### src/hdl/cu_pkg.sv
// cu_pkg: shared types, widths and the binomial coefficient table for
// the combination unranking block. No dependencies.
package cu_pkg;

   localparam int MAX_N = 16;
   localparam int MAX_K = 9;

   // field widths of the request and result items
   localparam int RANK_W = 14;
   localparam int SIZE_W = 4;
   localparam int ELEM_W = 4;
   localparam int POS_W  = 4;

   // slot counter and candidate index widths
   localparam int SLOT_W = $clog2(MAX_K + 1);
   localparam int IDX_W  = $clog2(MAX_N + 1);

   // coefficients saturate at 2**RANK_W, which is above any rank
   localparam int BINOM_W   = RANK_W + 1;
   localparam int BINOM_SAT = 2 ** RANK_W;

   typedef struct packed {
      logic [RANK_W-1:0] rank;
      logic [SIZE_W-1:0] subset_size;
   } cu_req_type;

   typedef struct packed {
      logic [ELEM_W-1:0] element;
      logic [POS_W-1:0]  position;
      logic              last_item;
      logic              out_of_range;
   } cu_rsp_type;

   // work item travelling down the chain
   typedef struct packed {
      logic              valid;
      logic              oor;
      logic [RANK_W-1:0] rem;
      logic [SLOT_W-1:0] slots;
   } cu_token_type;

   // result produced by a cell
   typedef struct packed {
      logic       valid;
      cu_rsp_type rsp;
   } cu_emit_type;

   typedef logic [MAX_N:0][MAX_K:0][BINOM_W-1:0] binom_table_type;

   // pascal triangle, saturated
   function automatic binom_table_type build_binom();
      binom_table_type tbl;
      int sum;
      tbl = '0;
      for (int n = 0; n <= MAX_N; n++) begin
         tbl[n][0] = BINOM_W'(1);
         for (int j = 1; j <= MAX_K; j++) begin
            if (n > 0) begin
               sum = int'(tbl[n-1][j-1]) + int'(tbl[n-1][j]);
               tbl[n][j] = (sum > BINOM_SAT) ? BINOM_W'(BINOM_SAT) : BINOM_W'(sum);
            end
         end
      end
      return tbl;
   endfunction

   localparam binom_table_type BINOM_TBL = build_binom();

endpackage

### src/hdl/cu_cell.sv
// cu_cell: one candidate cell of the unranking chain; tests the passing
// token against C(cand, slots). Depends on cu_pkg.
module cu_cell import cu_pkg::*; (
   input  logic              clock,
   input  logic              reset,
   input  logic              advance,
   input  logic [IDX_W-1:0]  cand,
   input  cu_token_type      tok_in,
   output cu_token_type      tok_out,
   output cu_emit_type       emit,
   output logic              busy
);

   logic              valid_ff;
   logic              oor_ff;
   logic [RANK_W-1:0] rem_ff;
   logic [SLOT_W-1:0] slots_ff;

   logic [BINOM_W-1:0] coef;
   logic               fits;
   logic               hit;
   logic               final_hit;

   always_ff @(posedge clock) begin
      if (reset) begin
         valid_ff <= 1'b0;
      end else if (advance) begin
         valid_ff <= tok_in.valid;
      end
   end

   always_ff @(posedge clock) begin
      if (advance) begin
         oor_ff   <= tok_in.oor;
         rem_ff   <= tok_in.rem;
         slots_ff <= tok_in.slots;
      end
   end

   always_comb begin
      coef      = BINOM_TBL[cand][slots_ff];
      fits      = coef <= {1'b0, rem_ff};
      hit       = valid_ff && (oor_ff || ((slots_ff != '0) && fits));
      final_hit = hit && (oor_ff || (slots_ff == SLOT_W'(1)));

      emit.valid = hit;
      if (hit && !oor_ff) begin
         emit.rsp.element  = ELEM_W'(cand);
         emit.rsp.position = POS_W'(slots_ff - SLOT_W'(1));
      end else begin
         emit.rsp.element  = '0;
         emit.rsp.position = '0;
      end
      emit.rsp.last_item    = final_hit;
      emit.rsp.out_of_range = hit && oor_ff;

      tok_out.valid = valid_ff && !final_hit;
      tok_out.oor   = oor_ff;
      tok_out.rem   = hit ? (rem_ff - coef[RANK_W-1:0]) : rem_ff;
      tok_out.slots = hit ? (slots_ff - SLOT_W'(1)) : slots_ff;
   end

   assign busy = valid_ff;

endmodule

### src/hdl/combination_unrank.sv
// combination_unrank: top level of the combinadic unranking block.
// Depends on cu_pkg and cu_cell.
//
// Takes a rank and a subset size k and returns the k-element combination of
// 0..MAX_N-1 with that colexicographic rank, one result per element, largest
// element first, position counting down from k-1 to 0, last_item on the final
// one. A size of zero, a size above MAX_K or a rank at or above C(MAX_N,k)
// gives a single result with out_of_range and last_item set, element and
// position zero. Inside, a request becomes a token that walks a row of MAX_N
// cells, one cell per cycle while the chain advances, from candidate MAX_N-1
// down to 0; a cell emits its candidate when C(candidate, slots left) fits in
// the remaining rank and subtracts it. One request is in the chain at a time:
// the token leaves the row at the cell of its smallest element, or at the
// first cell for an out-of-range request, and only then is a new request
// taken. Results leave through an output register, so a new request is taken
// while the last result of the previous one still waits.
module combination_unrank import cu_pkg::*; (
   input  logic       clock,
   input  logic       reset,
   input  logic       req_valid,
   output logic       req_ready,
   input  cu_req_type req_data,
   output logic       rsp_valid,
   input  logic       rsp_ready,
   output cu_rsp_type rsp_data
);

   // request decode and range check
   logic               size_ok;
   logic [BINOM_W-1:0] rank_limit;
   logic               rank_ok;
   cu_token_type       req_tok;

   // chain of cells
   cu_token_type       tok_link [MAX_N];
   cu_emit_type        emit_vec [MAX_N];
   logic [MAX_N-1:0]   busy_vec;
   logic               chain_busy;
   logic               advance;

   // selected result and output register
   logic               emit_valid;
   cu_rsp_type         rsp_sel;
   logic               rsp_valid_ff;
   cu_rsp_type         rsp_data_ff;

   // size must be 1..MAX_K, rank below C(MAX_N, k)
   always_comb begin
      size_ok    = (req_data.subset_size != '0) && (32'(req_data.subset_size) <= MAX_K);
      rank_limit = size_ok ? BINOM_TBL[MAX_N][SLOT_W'(req_data.subset_size)] : '0;
      rank_ok    = {1'b0, req_data.rank} < rank_limit;

      req_tok.valid = req_valid && req_ready;
      req_tok.oor   = !(size_ok && rank_ok);
      req_tok.rem   = req_data.rank;
      req_tok.slots = SLOT_W'(req_data.subset_size);
   end

   // one request in flight: take a new one only with the chain empty
   assign chain_busy = |busy_vec;
   assign req_ready  = !chain_busy;

   // the chain moves unless a cell has a result and the output is full and not taken
   assign advance = !emit_valid || !rsp_valid_ff || rsp_ready;

   // cell 0 tests candidate MAX_N-1, the last cell tests candidate 0
   for (genvar i = 0; i < MAX_N; i++) begin : g_cell
      cu_cell u_cell (
         .clock   (clock),
         .reset   (reset),
         .advance (advance),
         .cand    (IDX_W'(MAX_N - 1 - i)),
         .tok_in  ((i == 0) ? req_tok : tok_link[(i == 0) ? 0 : i - 1]),
         .tok_out (tok_link[i]),
         .emit    (emit_vec[i]),
         .busy    (busy_vec[i])
      );
   end

   // at most one cell holds the token, so at most one emits
   always_comb begin
      emit_valid = 1'b0;
      rsp_sel    = '0;
      for (int i = 0; i < MAX_N; i++) begin
         if (emit_vec[i].valid) begin
            emit_valid = 1'b1;
            rsp_sel    = emit_vec[i].rsp;
         end
      end
   end

   // output register
   always_ff @(posedge clock) begin
      if (reset) begin
         rsp_valid_ff <= 1'b0;
      end else if (advance && emit_valid) begin
         rsp_valid_ff <= 1'b1;
      end else if (rsp_ready) begin
         rsp_valid_ff <= 1'b0;
      end
   end

   always_ff @(posedge clock) begin
      if (advance && emit_valid) begin
         rsp_data_ff <= rsp_sel;
      end
   end

   assign rsp_valid = rsp_valid_ff;
   assign rsp_data  = rsp_data_ff;

   // the token always finishes by candidate 0 and never leaves the row
   a_no_runoff : assert property (@(posedge clock) disable iff (reset)
      !tok_link[MAX_N-1].valid)
      else $error("token ran off the end of the cell chain");

   // only one request is ever in the chain
   a_single_token : assert property (@(posedge clock) disable iff (reset)
      $onehot0(busy_vec))
      else $error("more than one cell holds a token");

   // once the final result is taken into the output register the chain is empty
   a_last_drains : assert property (@(posedge clock) disable iff (reset)
      (advance && emit_valid && rsp_sel.last_item) |=> !chain_busy)
      else $error("chain still busy after the final result");

   // an out-of-range result is a lone final result with zero fields
   a_oor_shape : assert property (@(posedge clock) disable iff (reset)
      (rsp_valid_ff && rsp_data_ff.out_of_range) |->
         (rsp_data_ff.last_item && rsp_data_ff.element == '0 &&
          rsp_data_ff.position == '0))
      else $error("malformed out-of-range result");

endmodule

### config.mk
export PLATFORM = sky130hd
export DESIGN_NAME = combination_unrank
export DESIGN_NICKNAME = d
export VERILOG_FILES = /design/src/hdl/cu_pkg.sv /design/src/hdl/cu_cell.sv /design/src/hdl/combination_unrank.sv
export SDC_FILE = /design/constraint.sdc
export NUM_CORES = 1
export LEC_CHECK = 0
export BUFFER_PORTS_ARGS = -buffer_cell sky130_fd_sc_hd__buf_2
export CELL_PAD_IN_SITES_DETAIL_PLACEMENT = 1
export CELL_PAD_IN_SITES_GLOBAL_PLACEMENT = 1
export CORE_UTILIZATION = 40
export CTS_CLUSTER_SIZE = 24
export DETAILED_ROUTE_END_ITERATION = 7
export PLACE_DENSITY = 0.67
export REMOVE_ABC_BUFFERS = 1
export SLEW_MARGIN = 10
export SYNTH_ARGS = -nofsm -noshare
export SYNTH_HDL_FRONTEND = slang
export SYNTH_SLANG_ARGS = --single-unit
### constraint.sdc
create_clock -name clock -period 6.8 [get_ports clock]
set_input_delay 0 -clock clock [delete_from_list [all_inputs] [get_ports clock]]
set_output_delay 0 -clock clock [all_outputs]
set_load 0.005 [all_outputs]
==> impl_metrics.py <==
metrics = {
    "status": {
        "outcome": "finished clean",
    },
    "place": {
        "gp_congestion": 0.8715,
        "dp_slack_ns": 1.542,
        "port_buffers": 33,
        "dp_hpwl_um": 57640,
    },
    "power_and_ir_drop": {
        "p_leak_uw": 0.01308,
        "power.density_nw_per_um2": 457.8,
        "ir_drop_v": 0.0002199,
    },
    "timing": {
        "timing.final.crit_share_pct": 77.83,
        "worst_slew_pin_slew_ns": 1.214,
        "finClkSkew_ns": 0.04309,
        "slew_headroom_pct": 18.75,
        "maxSlewViolCount": 0,
        "setup_violations": 0,
        "fin_ws_ns": 1.508,
        "period_minus_slack_ns": 5.292,
        "tns_ns": 0,
        "max_freq_mhz": 189.0,
        "finalHoldViolations": 0,
        "grt_setup_unrepaired": "no",
        "whs_ns": 0.1033,
    },
    "global_route": {
        "grtUsageTotal_pct": 21.81,
        "grt_pass1_vias": 22180,
        "gr-total-overflow": 0,
        "grt_pass1_wl_um": 121600,
        "antenna_found_initial": 4,
        "grt_max_degree": 139,
    },
    "worst_setup_path": {
        "end_kind": "flop",
        "crit_type": "flop to flop",
        "crit_path_max_fanout": 138,
        "crit_arrival_ns": 5.77,
        "crit_path_max_incr_delay_ns": 0.61,
        "cp_top_family": "compound AO/OA/AOI/OAI gates",
        "worst_setup_path_start_kind": "flop",
        "cp_num_buf_inv": 3,
        "path_cells": "inv_1 > ha_1 > a2111oi_0 > o211ai_1 > o211ai_4 > nand4_4 > or4_4 > o41a_2 > inv_16 > mux2i_1 > inv_1 > ha_1 > nor2b_1 > mux2i_1 > and3_1 > o21bai_1",
        "cp_slowest_cell": "or4_4",
        "cp.required_ns": 7.28,
    },
    "logic_synthesis": {
        "syn-cell-area_um2": 27480,
        "async_flop_share_pct": 0,
        "syn-mean-instance-area_um2": 9.693,
        "synthCells": 2835,
        "ys.flop_type": "edfxtp_1",
        "synth_cell_type_count": 88,
        "synth_edf_count": 314,
        "ys_warn_count": 0,
        "ys_seq_elements": 423,
        "synth_seq_area_share_pct": 42.25,
    },
    "route": {
        "vias": 20700,
        "via_per_inst": 5.451,
        "firstDrtPassIters": 7,
        "drt-total-wl_um": 75820,
        "wl_per_cell_um": 19.96,
        "drt_first_iter_violations": 1178,
        "antenna_left": 0,
        "drc": 0,
    },
    "die": {
        "core_um2": 67510,
        "die_x_um": 264.1,
        "num_rows": 95,
        "dieHeight_um": 264.1,
        "die-area_um2": 69750,
        "io_pins": 34,
        "start_util_pct": 40.70,
    },
    "clocking": {
        "clk_pin_slew_worst_paths_ns": 0.06,
        "cts_root_buf": "clkbuf_16",
        "cts_max_level": 2,
        "cts_tree": "done",
        "insertion_delay_ns": 0.62,
        "cts_buffers": 52,
        "cts-resized-gates": 0,
        "cts_max_path_buffers": 3,
        "cts_sinks": 423,
    },
    "worst_hold_path": {
        "hold_class": "input port to flop",
    },
    "final_layout": {
        "fin_nets": 3189,
        "fillers": 7647,
        "drive_above_1_share_pct": 6.430,
        "final_util_pct": 45.28,
        "multi_input_area_um2": 14270,
        "seq_area_um2": 11610,
        "area_growth_pct": 11.24,
    },
    "run": {
        "cap_violations": 0,
    },
}
==> cell usage in the layout (no fill, tap or decap), drive strengths merged, types with 16 or more instances in the layout <==
cell type,netlist,final
nor4,39,39
nand3,41,41
xor2,91,91
o211ai,22,22
mux2,16,16
nor3,65,65
nand4,21,21
clkbuf,65,72
dfxtp,109,109
nand2,266,266
a21oi,135,135
o21a,21,21
dlygate4sd3,0,23
o21ai,174,174
nand2b,32,32
mux2i,46,46
a21o,23,23
nand3b,16,16
inv,326,329
edfxtp,314,314
a31oi,19,19
buf,16,50
a21boi,20,20
xnor2,141,141
or3,20,20
a211oi,24,24
ha,272,272
o31ai,37,37
and2,19,19
nor2,190,190
nor2b,49,49
==> where the power goes <==
group          internal [µW]  switching [µW]  total (µW)
Combinational           2360            3340        5690
Sequential              4190            1190        5380
Clock                   1770            1160        2930
Total                   8310            5680       14000
==> layer usage <==
layer / vias to the layer above / track usage (%) / share of wire [%]
met5: - / 0 / 0
met1: 10210 / 26.89 / 44
li1: 10080 / - / -
met3: 116 / 2.433 / 2.9
met4: 0 / 6.741 / 2.8
met2: 298 / 39.57 / 51
==> path summary, 6_finish.rpt <==
kind | from | endpoint | depth (start not counted) | slack [ns]
max | g_cell[13].u_cell.coef[1] | g_cell[0].u_cell.coef[7] | 16 | 1.51
min | req_data[4] | g_cell[0].u_cell.rem_ff[0] | 2 | 0.10
max reg2reg | g_cell[13].u_cell.coef[1] | g_cell[0].u_cell.coef[7] | 16 | 1.51
min reg2reg | g_cell[8].u_cell.oor_ff | g_cell[9].u_cell.oor_ff | 0 | 0.50
==> timing repair <==
action	4_1_cts	5_1_grt
setup buffers	0	0
setup endpoints to repair	0	0
endpoints found under the hold margin	42	0
hold buffers	23	0
==> state kept, by name, indices dropped and copies added (netlist names) <==
register / cells
g_cell.u_cell.busy: 16
g_cell.u_cell.oor_ff: 16
g_cell.u_cell.slots_ff: 64
rsp_valid: 1
rsp_data: 10
g_cell.u_cell.coef: 92
g_cell.u_cell.rem_ff: 224
==> cells in the mapped netlist (49+ instances only) <==
| master | count | share of area, % |
|---|---|---|
| nor2_1 | 190 | 2.6 |
| dfxtp_1 | 109 | 7.9 |
| nand2_1 | 266 | 3.6 |
| nor2b_1 | 49 | 1.1 |
| edfxtp_1 | 314 | 34 |
| xor2_1 | 91 | 2.9 |
| ha_1 | 272 | 12 |
| xnor2_1 | 141 | 4.5 |
| a21oi_1 | 134 | 2.4 |
| nor3_1 | 65 | 1.2 |
| inv_1 | 326 | 4.5 |
| clkbuf_1 | 65 | 0.89 |
| o21ai_0 | 172 | 3.1 |
==> cells by family after synthesis <==
| kind of cell | share of synthesized area [%] |
|---|---|
| simple gates | 14.69 |
| xor+xnor | 7.394 |
| mux | 2.345 |
| buf+inv | 5.883 |
| compound gates | 14.03 |
| fa+ha+maj | 13.40 |
| flops | 42.25 |
==> final cells by class <==
type                            count  area share, %
Tap cell                          873          3.573
Antenna cell                        1       0.008186
Multi-Input combinational cell   2004          46.69
Inverter                          327          4.069
Clock inverter                     25          1.027
Timing Repair Buffer               73          1.752
Sequential cell                   423          37.98
Clock buffer                       72          4.900
==> through the flow <==
stage	instance area [µm²]	total power, µW	cells
floorplan	27100	9166	2754
global placement	28520	10790	3677
detailed placement	28520	11080	3677
CTS	30570	14140	3797
global route	30570	15100	3797
finish	30570	14000	3798
Note: power is estimated with default switching activity, not from simulation.
